$ cat src/sv/rdsc_pkg.sv
// ----------------------------------------------------------------------------
// rdsc_pkg: shared types and constants of the RPN digit stack calculator
// Character codes, status codes, field widths and sequencer state encoding.
// ----------------------------------------------------------------------------
package rdsc_pkg;

   localparam int ValueWidth  = 32;
   localparam int StatusWidth = 3;
   localparam int DepthWidth  = 6;
   localparam int CharWidth   = 8;

   // Characters
   localparam logic [CharWidth-1:0] CHAR_ZERO  = 8'd48;
   localparam logic [CharWidth-1:0] CHAR_NINE  = 8'd57;
   localparam logic [CharWidth-1:0] CHAR_PLUS  = 8'h2b;
   localparam logic [CharWidth-1:0] CHAR_MINUS = 8'h2d;
   localparam logic [CharWidth-1:0] CHAR_STAR  = 8'h2a;
   localparam logic [CharWidth-1:0] CHAR_SLASH = 8'h2f;
   localparam logic [CharWidth-1:0] CHAR_EQUAL = 8'h3d;

   // Result status codes
   localparam logic [StatusWidth-1:0] ST_PUSHED      = 3'd0;
   localparam logic [StatusWidth-1:0] ST_RESULT      = 3'd1;
   localparam logic [StatusWidth-1:0] ST_NOT_ONE     = 3'd2;
   localparam logic [StatusWidth-1:0] ST_OVERFLOW    = 3'd3;
   localparam logic [StatusWidth-1:0] ST_UNDERFLOW   = 3'd4;
   localparam logic [StatusWidth-1:0] ST_DIV_ZERO    = 3'd5;
   localparam logic [StatusWidth-1:0] ST_UNSUPPORTED = 3'd6;

   typedef enum logic [1:0] {
      OP_ADD = 2'd0,
      OP_SUB = 2'd1,
      OP_MUL = 2'd2,
      OP_DIV = 2'd3
   } op_type;

   typedef enum logic [10:0] {
      S_IDLE  = 11'b000_0000_0001,
      S_RD_B  = 11'b000_0000_0010,
      S_RD_A  = 11'b000_0000_0100,
      S_PREP  = 11'b000_0000_1000,
      S_ABS_A = 11'b000_0001_0000,
      S_ABS_B = 11'b000_0010_0000,
      S_DIV   = 11'b000_0100_0000,
      S_MUL   = 11'b000_1000_0000,
      S_NEG   = 11'b001_0000_0000,
      S_PUSH  = 11'b010_0000_0000,
      S_RD_EQ = 11'b100_0000_0000
   } state_type;

endpackage

$ cat src/sv/rpn_digit_stack_calculator.sv
// ----------------------------------------------------------------------------
// rpn_digit_stack_calculator: RPN calculator over a stack of 32-bit entries
// One character per request; one response per request.
// ----------------------------------------------------------------------------
// Each request carries one character. A digit pushes its value; '+', '-', '*'
// and '/' pop b (top) and a (below), push a op b with 32-bit wrapping, and
// division truncates toward zero. '=' presents the single held entry. Every
// request yields exactly one response {value, status, depth}; error statuses
// carry a zero value and leave the stack as it was, except divide by zero,
// which drops both operands. Requests are taken one at a time: req_tready is
// high only while the sequencer is idle and no response is waiting. The
// 32-step shift-and-add multiply and restoring divide loops both run one
// bit per cycle on the single shared 33-bit adder; the stack memory has
// one registered read port, so b and a are fetched one after the other.
// The stack needs no clearing pass after reset.
// ----------------------------------------------------------------------------
module rpn_digit_stack_calculator #(
   parameter int STACK_DEPTH = 32
) (
   input  logic        clock,
   input  logic        reset,
   // request
   input  logic        req_tvalid,
   output logic        req_tready,
   input  logic [7:0]  req_tdata,   // [7:0] char_code
   // response
   output logic        rsp_tvalid,
   input  logic        rsp_tready,
   output logic [47:0] rsp_tdata    // [31:0] value, [34:32] status, [40:35] depth
);

   localparam int AW = (STACK_DEPTH > 1) ? $clog2(STACK_DEPTH) : 1;
   localparam int CW = $clog2(STACK_DEPTH + 1);
   localparam int VW = rdsc_pkg::ValueWidth;
   localparam int PadWidth = 48 - VW - rdsc_pkg::StatusWidth - rdsc_pkg::DepthWidth;

   // Stack storage: one write port, one registered read port
   logic [VW-1:0] stack_mem [STACK_DEPTH];
   logic [VW-1:0] rd_data_ff;
   logic [AW-1:0] rd_addr;
   logic [AW-1:0] wr_addr;
   logic [VW-1:0] wr_data;
   logic          wr_en;

   rdsc_pkg::state_type state_ff, state_in;
   rdsc_pkg::op_type    op_ff, op_in;
   logic [CW-1:0]       count_ff, count_in;
   logic [VW-1:0]       opa_ff, opa_in;   // a / multiplicand / dividend-quotient
   logic [VW-1:0]       opb_ff, opb_in;   // b / multiplier / divisor
   logic [VW-1:0]       acc_ff, acc_in;   // result / product / remainder
   logic [4:0]          iter_ff, iter_in;
   logic                neg_ff, neg_in;

   logic                              rsp_valid_ff, rsp_valid_in;
   logic [VW-1:0]                     rsp_value_ff, rsp_value_in;
   logic [rdsc_pkg::StatusWidth-1:0]  rsp_status_ff, rsp_status_in;
   logic [rdsc_pkg::DepthWidth-1:0]   rsp_depth_ff, rsp_depth_in;

   // Shared adder
   logic [VW:0]   add_x, add_y, add_sum;
   logic          add_cin;
   logic [VW-1:0] rem_shift;

   logic [CW-1:0] ptr_m1, ptr_m2;
   logic          req_fire;
   logic [7:0]    ch;

   assign req_tready = (state_ff == rdsc_pkg::S_IDLE) && !rsp_valid_ff;
   assign req_fire   = req_tvalid && req_tready;
   assign ch         = req_tdata;
   assign ptr_m1     = count_ff - CW'(1);
   assign ptr_m2     = count_ff - CW'(2);
   assign rem_shift  = {acc_ff[VW-2:0], opa_ff[VW-1]};

   assign rsp_tvalid = rsp_valid_ff;
   assign rsp_tdata  = {{PadWidth{1'b0}}, rsp_depth_ff, rsp_status_ff, rsp_value_ff};

   // Operand selection for the shared adder
   always_comb begin
      add_x   = '0;
      add_y   = '0;
      add_cin = 1'b0;
      case (state_ff)
         rdsc_pkg::S_PREP: begin
            add_x   = {1'b0, opa_ff};
            add_y   = (op_ff == rdsc_pkg::OP_SUB) ? {1'b0, ~opb_ff} : {1'b0, opb_ff};
            add_cin = (op_ff == rdsc_pkg::OP_SUB);
         end
         rdsc_pkg::S_MUL: begin
            add_x = {1'b0, acc_ff};
            add_y = opb_ff[0] ? {1'b0, opa_ff} : '0;
         end
         rdsc_pkg::S_ABS_A, rdsc_pkg::S_NEG: begin
            add_y   = {1'b0, ~opa_ff};
            add_cin = 1'b1;
         end
         rdsc_pkg::S_ABS_B: begin
            add_y   = {1'b0, ~opb_ff};
            add_cin = 1'b1;
         end
         rdsc_pkg::S_DIV: begin
            // trial subtract; carry out means no borrow
            add_x   = {1'b0, rem_shift};
            add_y   = {1'b0, ~opb_ff};
            add_cin = 1'b1;
         end
         default: begin
            add_x = '0;
         end
      endcase
   end

   assign add_sum = add_x + add_y + (VW+1)'(add_cin);

   // Sequencer
   always_comb begin
      state_in      = state_ff;
      op_in         = op_ff;
      count_in      = count_ff;
      opa_in        = opa_ff;
      opb_in        = opb_ff;
      acc_in        = acc_ff;
      iter_in       = iter_ff;
      neg_in        = neg_ff;
      rsp_valid_in  = rsp_valid_ff && !rsp_tready;
      rsp_value_in  = rsp_value_ff;
      rsp_status_in = rsp_status_ff;
      rsp_depth_in  = rsp_depth_ff;
      rd_addr       = ptr_m1[AW-1:0];
      wr_en         = 1'b0;
      wr_addr       = count_ff[AW-1:0];
      wr_data       = acc_ff;

      case (state_ff)
         rdsc_pkg::S_IDLE: begin
            if (req_fire) begin
               rsp_valid_in = 1'b1;
               rsp_value_in = '0;
               if (ch >= rdsc_pkg::CHAR_ZERO && ch <= rdsc_pkg::CHAR_NINE) begin
                  if (count_ff == CW'(STACK_DEPTH)) begin
                     rsp_status_in = rdsc_pkg::ST_OVERFLOW;
                  end else begin
                     wr_en         = 1'b1;
                     wr_data       = VW'(ch - rdsc_pkg::CHAR_ZERO);
                     count_in      = count_ff + CW'(1);
                     rsp_value_in  = wr_data;
                     rsp_status_in = rdsc_pkg::ST_PUSHED;
                  end
               end else if (ch == rdsc_pkg::CHAR_PLUS || ch == rdsc_pkg::CHAR_MINUS ||
                            ch == rdsc_pkg::CHAR_STAR || ch == rdsc_pkg::CHAR_SLASH) begin
                  if (count_ff < CW'(2)) begin
                     rsp_status_in = rdsc_pkg::ST_UNDERFLOW;
                  end else begin
                     // hold the response until the operation finishes
                     rsp_valid_in = 1'b0;
                     state_in     = rdsc_pkg::S_RD_B;
                     if (ch == rdsc_pkg::CHAR_PLUS) begin
                        op_in = rdsc_pkg::OP_ADD;
                     end else if (ch == rdsc_pkg::CHAR_MINUS) begin
                        op_in = rdsc_pkg::OP_SUB;
                     end else if (ch == rdsc_pkg::CHAR_STAR) begin
                        op_in = rdsc_pkg::OP_MUL;
                     end else begin
                        op_in = rdsc_pkg::OP_DIV;
                     end
                  end
               end else if (ch == rdsc_pkg::CHAR_EQUAL) begin
                  rd_addr = '0;
                  if (count_ff != CW'(1)) begin
                     rsp_status_in = rdsc_pkg::ST_NOT_ONE;
                  end else begin
                     rsp_valid_in = 1'b0;
                     state_in     = rdsc_pkg::S_RD_EQ;
                  end
               end else begin
                  rsp_status_in = rdsc_pkg::ST_UNSUPPORTED;
               end
               rsp_depth_in = rdsc_pkg::DepthWidth'(count_in);
            end
         end
         rdsc_pkg::S_RD_B: begin
            opb_in   = rd_data_ff;
            rd_addr  = ptr_m2[AW-1:0];
            state_in = rdsc_pkg::S_RD_A;
         end
         rdsc_pkg::S_RD_A: begin
            opa_in   = rd_data_ff;
            state_in = rdsc_pkg::S_PREP;
         end
         rdsc_pkg::S_PREP: begin
            iter_in = '0;
            case (op_ff)
               rdsc_pkg::OP_ADD, rdsc_pkg::OP_SUB: begin
                  acc_in   = add_sum[VW-1:0];
                  state_in = rdsc_pkg::S_PUSH;
               end
               rdsc_pkg::OP_MUL: begin
                  acc_in   = '0;
                  state_in = rdsc_pkg::S_MUL;
               end
               default: begin
                  if (opb_ff == '0) begin
                     // drop both operands, push nothing
                     count_in      = ptr_m2;
                     rsp_valid_in  = 1'b1;
                     rsp_value_in  = '0;
                     rsp_status_in = rdsc_pkg::ST_DIV_ZERO;
                     rsp_depth_in  = rdsc_pkg::DepthWidth'(ptr_m2);
                     state_in      = rdsc_pkg::S_IDLE;
                  end else begin
                     neg_in   = opa_ff[VW-1] ^ opb_ff[VW-1];
                     acc_in   = '0;
                     state_in = rdsc_pkg::S_ABS_A;
                  end
               end
            endcase
         end
         rdsc_pkg::S_ABS_A: begin
            if (opa_ff[VW-1]) begin
               opa_in = add_sum[VW-1:0];
            end
            state_in = rdsc_pkg::S_ABS_B;
         end
         rdsc_pkg::S_ABS_B: begin
            if (opb_ff[VW-1]) begin
               opb_in = add_sum[VW-1:0];
            end
            state_in = rdsc_pkg::S_DIV;
         end
         rdsc_pkg::S_DIV: begin
            // restoring step: shift remainder/quotient pair, subtract if it fits
            acc_in  = add_sum[VW] ? add_sum[VW-1:0] : rem_shift;
            opa_in  = {opa_ff[VW-2:0], add_sum[VW]};
            iter_in = iter_ff + 5'd1;
            if (iter_ff == 5'd31) begin
               state_in = rdsc_pkg::S_NEG;
            end
         end
         rdsc_pkg::S_MUL: begin
            // shift-and-add, multiplier LSB first
            acc_in  = add_sum[VW-1:0];
            opa_in  = {opa_ff[VW-2:0], 1'b0};
            opb_in  = {1'b0, opb_ff[VW-1:1]};
            iter_in = iter_ff + 5'd1;
            if (iter_ff == 5'd31) begin
               state_in = rdsc_pkg::S_PUSH;
            end
         end
         rdsc_pkg::S_NEG: begin
            acc_in   = neg_ff ? add_sum[VW-1:0] : opa_ff;
            state_in = rdsc_pkg::S_PUSH;
         end
         rdsc_pkg::S_PUSH: begin
            wr_en         = 1'b1;
            wr_addr       = ptr_m2[AW-1:0];
            wr_data       = acc_ff;
            count_in      = ptr_m1;
            rsp_valid_in  = 1'b1;
            rsp_value_in  = acc_ff;
            rsp_status_in = rdsc_pkg::ST_PUSHED;
            rsp_depth_in  = rdsc_pkg::DepthWidth'(ptr_m1);
            state_in      = rdsc_pkg::S_IDLE;
         end
         rdsc_pkg::S_RD_EQ: begin
            rsp_valid_in  = 1'b1;
            rsp_value_in  = rd_data_ff;
            rsp_status_in = rdsc_pkg::ST_RESULT;
            rsp_depth_in  = rdsc_pkg::DepthWidth'(count_ff);
            state_in      = rdsc_pkg::S_IDLE;
         end
         default: begin
            state_in = rdsc_pkg::S_IDLE;
         end
      endcase
   end

   // Stack memory
   always_ff @(posedge clock) begin
      if (wr_en) begin
         stack_mem[wr_addr] <= wr_data;
      end
      rd_data_ff <= stack_mem[rd_addr];
   end

   // Control state
   always_ff @(posedge clock) begin
      if (reset) begin
         state_ff     <= rdsc_pkg::S_IDLE;
         count_ff     <= '0;
         rsp_valid_ff <= 1'b0;
      end else begin
         state_ff     <= state_in;
         count_ff     <= count_in;
         rsp_valid_ff <= rsp_valid_in;
      end
   end

   // Datapath
   always_ff @(posedge clock) begin
      op_ff         <= op_in;
      opa_ff        <= opa_in;
      opb_ff        <= opb_in;
      acc_ff        <= acc_in;
      iter_ff       <= iter_in;
      neg_ff        <= neg_in;
      rsp_value_ff  <= rsp_value_in;
      rsp_status_ff <= rsp_status_in;
      rsp_depth_ff  <= rsp_depth_in;
   end

   // Checks
   a_count_bound: assert property (@(posedge clock) disable iff (reset)
      count_ff <= CW'(STACK_DEPTH))
      else $error("stack count above depth");

   a_error_zero: assert property (@(posedge clock) disable iff (reset)
      rsp_valid_ff && rsp_status_ff != rdsc_pkg::ST_PUSHED &&
      rsp_status_ff != rdsc_pkg::ST_RESULT |-> rsp_value_ff == '0)
      else $error("error response with nonzero value");

   a_count_source: assert property (@(posedge clock) disable iff (reset)
      !$stable(count_ff) |-> $past(req_fire) || $past(state_ff == rdsc_pkg::S_PUSH) ||
      $past(state_ff == rdsc_pkg::S_PREP))
      else $error("stack count moved outside an update step");

   a_div_end: assert property (@(posedge clock) disable iff (reset)
      state_ff == rdsc_pkg::S_DIV && iter_ff == 5'd31 |=> state_ff == rdsc_pkg::S_NEG)
      else $error("divide loop did not end after 32 steps");

endmodule

$ cat config.mk
export PLATFORM = sky130hd
export DESIGN_NAME = rpn_digit_stack_calculator
export DESIGN_NICKNAME = d
export VERILOG_FILES = /design/src/sv/rdsc_pkg.sv /design/src/sv/rpn_digit_stack_calculator.sv
export SDC_FILE = /design/constraint.sdc
export NUM_CORES = 2
export LEC_CHECK = 0
export ABC_AREA = 0
export ABC_CLOCK_PERIOD_IN_PS = 7400
export BUFFER_PORTS_ARGS = -buffer_cell sky130_fd_sc_hd__buf_2
export CORE_MARGIN = 2
export CORE_UTILIZATION = 59
export CTS_CLUSTER_DIAMETER = 120
export CTS_CLUSTER_SIZE = 16
export DETAILED_ROUTE_END_ITERATION = 6
export GPL_TIMING_DRIVEN = 0
export PLACE_DENSITY = 0.81
export SYNTH_ARGS = -nofsm -noshare
export SYNTH_HDL_FRONTEND = slang
export SYNTH_SLANG_ARGS = --single-unit
$ cat constraint.sdc
create_clock -name clock -period 7.4 [get_ports clock]
set_input_delay 1.48 -clock clock [delete_from_list [all_inputs] [get_ports clock]]
set_output_delay 1.48 -clock clock [all_outputs]
set_load 0.01 [all_outputs]
==> flow_metrics.py <==
metrics = {
    "outcome": {
        "outcome": "finished, violations left",
        "violations": "DRC",
    },
    "timing": {
        "tns_ps": 0,
        "slew_headroom_pct": 1.96,
        "skew_ps": 34.0,
        "layout_setup_ws_ps": 181,
        "period_needed_ps": 7220,
        "worst_pin_slew_ps": 1470,
        "fmax_mhz": 139,
        "rsz0062_at_grt": "no",
        "setup_viol": 0,
        "final-hold-violation-count": 0,
        "slew_viol_final": 0,
        "min_period_over_period_pct": 97.6,
    },
    "final_layout": {
        "final_area_mm2": 0.0581,
        "drive_above_1_share_pct": 7.91,
        "post-route-util_pct": 65.8,
        "fill_cells": 6199,
        "num-nets-final": 4438,
        "final_common_cell": "edfxtp_1",
        "area_delta_synth_final_pct": 10.4,
        "most-common-layout-cells": "edfxtp_1, nand2_1, clkbuf_1, a21oi_1, and3_1",
    },
    "grt": {
        "grt_pass1_wl_um": 245000,
        "grtUsageTotal_pct": 37.1,
        "grt_antenna_before_repair": 7,
        "grt_max_degree": 33,
        "gr-total-overflow": 0,
        "grt_pass1_vias": 37000,
    },
    "setup_path": {
        "regToRegSetupSlack_ps": 180,
        "reg2reg_to": "acc_ff[14]$_DFFE_PP_",
        "path_max_fanout": 10,
        "required_ps": 7770,
        "critPathLaunchType": "flop",
        "critPathTopFamily": "buffers and inverters",
        "crit_path_end_kind": "flop",
        "cp_cell_sequence": "or4_4, nor4_2, and4b_1, buf_2, clkbuf_1, clkbuf_2, a22oi_1, nand2_1, fa_1, fa_1, a211oi_1, o21ai_1, a21oi_2, a21oi_1, o21bai_1, clkbuf_2, nand2_1, clkdlybuf4s15_2, mux2i_1, o21ai_0",
        "cpPeakStageDelay_ps": 590,
        "timing.critical_path.buf_inv": 5,
        "crit_arrival_ps": 7590,
        "crit_slowest_cell": "clkbuf_1",
        "reg2reg_from": "state_ff[1]$_SDFFE_PP0P_",
        "r2r_cells": 20,
        "critPathKind": "reg -> reg",
    },
    "clock_tree": {
        "root_buffer": "clkbuf_16",
        "clkLatencyLatePin_ps": 690,
        "postCtsHoldBufs": 0,
        "cts_setup_buffers": 0,
        "cts-buffers-inserted": 86,
        "cts.reportedPaths.clkPinSlew_ps": 80,
        "clockBufferDepth": 3,
        "htree_num_levels": 3,
        "cts_tree": "done",
        "cts.sinks": 1219,
    },
    "floorplan": {
        "die_y_um": 303,
        "initial_core_util_pct": 59.6,
        "die-area_mm2": 0.0916,
        "die_x_um": 303,
        "rows": 109,
        "ios": 62,
        "core_mm2": 0.0884,
    },
    "power": {
        "total_power_uw": 12700,
        "leakage_uw": 0.0206,
        "peakVddDrop_mv": 0.272,
        "powerDensity_mw_per_mm2": 218,
    },
    "place": {
        "placed_cell_area_mm2": 0.0555,
        "dp_slack_ps": -758,
        "gp_congestion": 1.03,
        "portBuffers": 54,
        "hpwl_um": 117000,
    },
    "yosys": {
        "synth_area_mm2": 0.0526,
        "synth_edf_count": 1169,
        "yosysSeqAreaShare_pct": 68.6,
        "netlist_instances": 4195,
        "syn_avg_cell_area_um2": 12.6,
        "synthArstFlopShare_pct": 0,
        "yosysWarningCount": 0,
        "synth_ff_type": "edfxtp_1",
        "yosys_register_bits": 1219,
        "synth_cell_type_count": 79,
    },
    "min_path": {
        "holdPathStages": 2,
        "holdCritPathClass": "reg -> reg",
        "min-delay-start": "rsp_tvalid$_SDFF_PP0_",
        "hold_path_end": "rsp_tvalid$_SDFF_PP0_",
    },
    "drt": {
        "drc": 1,
        "drtIter0Drc": 6573,
        "postRouteAntennaNets": 0,
        "vias_per_cell": 6.98,
        "dr_total_vias": 39000,
        "wl_per_cell_um": 30.6,
        "wirelength_um": 171000,
        "first_pass_iters": 7,
    },
    "flow_run": {
        "cap_violations": 0,
    },
}
state kept, by name, summed over array words and instances, names as in the netlist:
register	flops
opb_ff	32
neg_ff	1
iter_ff	5
rd_data_ff	32
opa_ff	32
rsp_status_ff	3
rsp_value_ff	32
op_ff	2
rsp_depth_ff	6
count_ff	6
stack_mem	1024
state_ff	11
acc_ff	32
rsp_tvalid	1
worst max path at each step:
stage | start | end | slack, ps | depth (start not counted)
final | state_ff[1]$_SDFFE_PP0P_ | acc_ff[14]$_DFFE_PP_ | 180 | 20
after global routing | state_ff[7]$_SDFFE_PP0P_ | acc_ff[14]$_DFFE_PP_ | 50 | 21
after CTS | state_ff[6]$_SDFFE_PP0P_ | acc_ff[27]$_DFFE_PP_ | 30 | 21
after detailed placement | state_ff[1]$_SDFFE_PP0P_ | acc_ff[18]$_DFFE_PP_ | -760 | 20
after global placement | state_ff[1]$_SDFFE_PP0P_ | acc_ff[11]$_DFFE_PP_ | -610 | 20
after floorplan | req_tdata[4] | stack_mem[2][0]$_DFFE_PP_ | 2050 | 11
worst reg2reg max path, stage by stage, from the launching register on:
cell and delay (ps):
dfxtp_1 410, or4_4 570, nor4_2 480, and4b_1 280
buf_2 230, clkbuf_1 590, clkbuf_2 520, a22oi_1 160
nand2_1 100, fa_1 270, fa_1 310, a211oi_1 120
o21ai_1 590, a21oi_2 240, a21oi_1 450, o21bai_1 160
clkbuf_2 270, nand2_1 260, clkdlybuf4s15_2 550, mux2i_1 250
o21ai_0 110
cells in the mapped netlist (54+ instances only):
library cell / n / share of area, %
nor4_1: 54 / 0.64
o22ai_1: 129 / 1.5
a32oi_1: 129 / 2.1
a211oi_1: 140 / 2.0
nand2_1: 877 / 6.3
a21oi_1: 213 / 2.0
edfxtp_1: 1169 / 67
and3_1: 153 / 1.8
a31oi_1: 139 / 1.7
nor2_1: 146 / 1.0
inv_1: 58 / 0.41
buf_2: 62 / 0.59
o21ai_0: 79 / 0.75
clkbuf_1: 231 / 1.6
a22oi_1: 71 / 1.0
area by class of cell:
cell class,count,area [um^2],area share [%]
antenna,1,2.50,0.00431
buffer,323,1350,2.33
clock buffer,123,2310,3.98
clock inverter,7,144,0.248
inverter,58,218,0.375
multi-input combinational,2601,15400,26.4
sequential,1219,36100,62.1
tap,1165,1460,2.51
timing repair buffer,94,1160,1.99
timing repair:
action	4_1_cts	5_1_grt
gates resized for setup	6	9
pin swaps	0	0
setup endpoints to repair	23	21
logic make-up after synthesis:
family	share of synthesized area [%]
xor gates and xnor gates	0.649
DFF	68.6
and+or+nand+nor	11.4
AOI/OAI and AO/OA	14.6
adders and majority gates	1.05
other	0.00712
buffers and inverters	2.96
muxes	0.753
per-layer routing:
layer	up-vias	GRT usage, %	part of all wire, %
met5	-	0	0.055
met4	14	24.8	8.0
met3	551	9.75	14
met2	3362	56.3	44
met1	18600	47.4	33
li1	16500	-	-
power breakdown:
part	switching, uW	internal [uW]	leakage (uW)
combinational	399	158	0.00776
clock	2350	2190	0.00117
sequential	55.7	7510	0.0117
total	2800	9860	0.0206
stage by stage:
step	cells	hold slack, ps
2_1_floorplan	4201	527
3_3_place_gp	5420	536
5_1_grt	5590	627
6_report	5591	564
3_5_place_dp	5457	553
4_1_cts	5587	565
(Power assumes the default switching activity.)
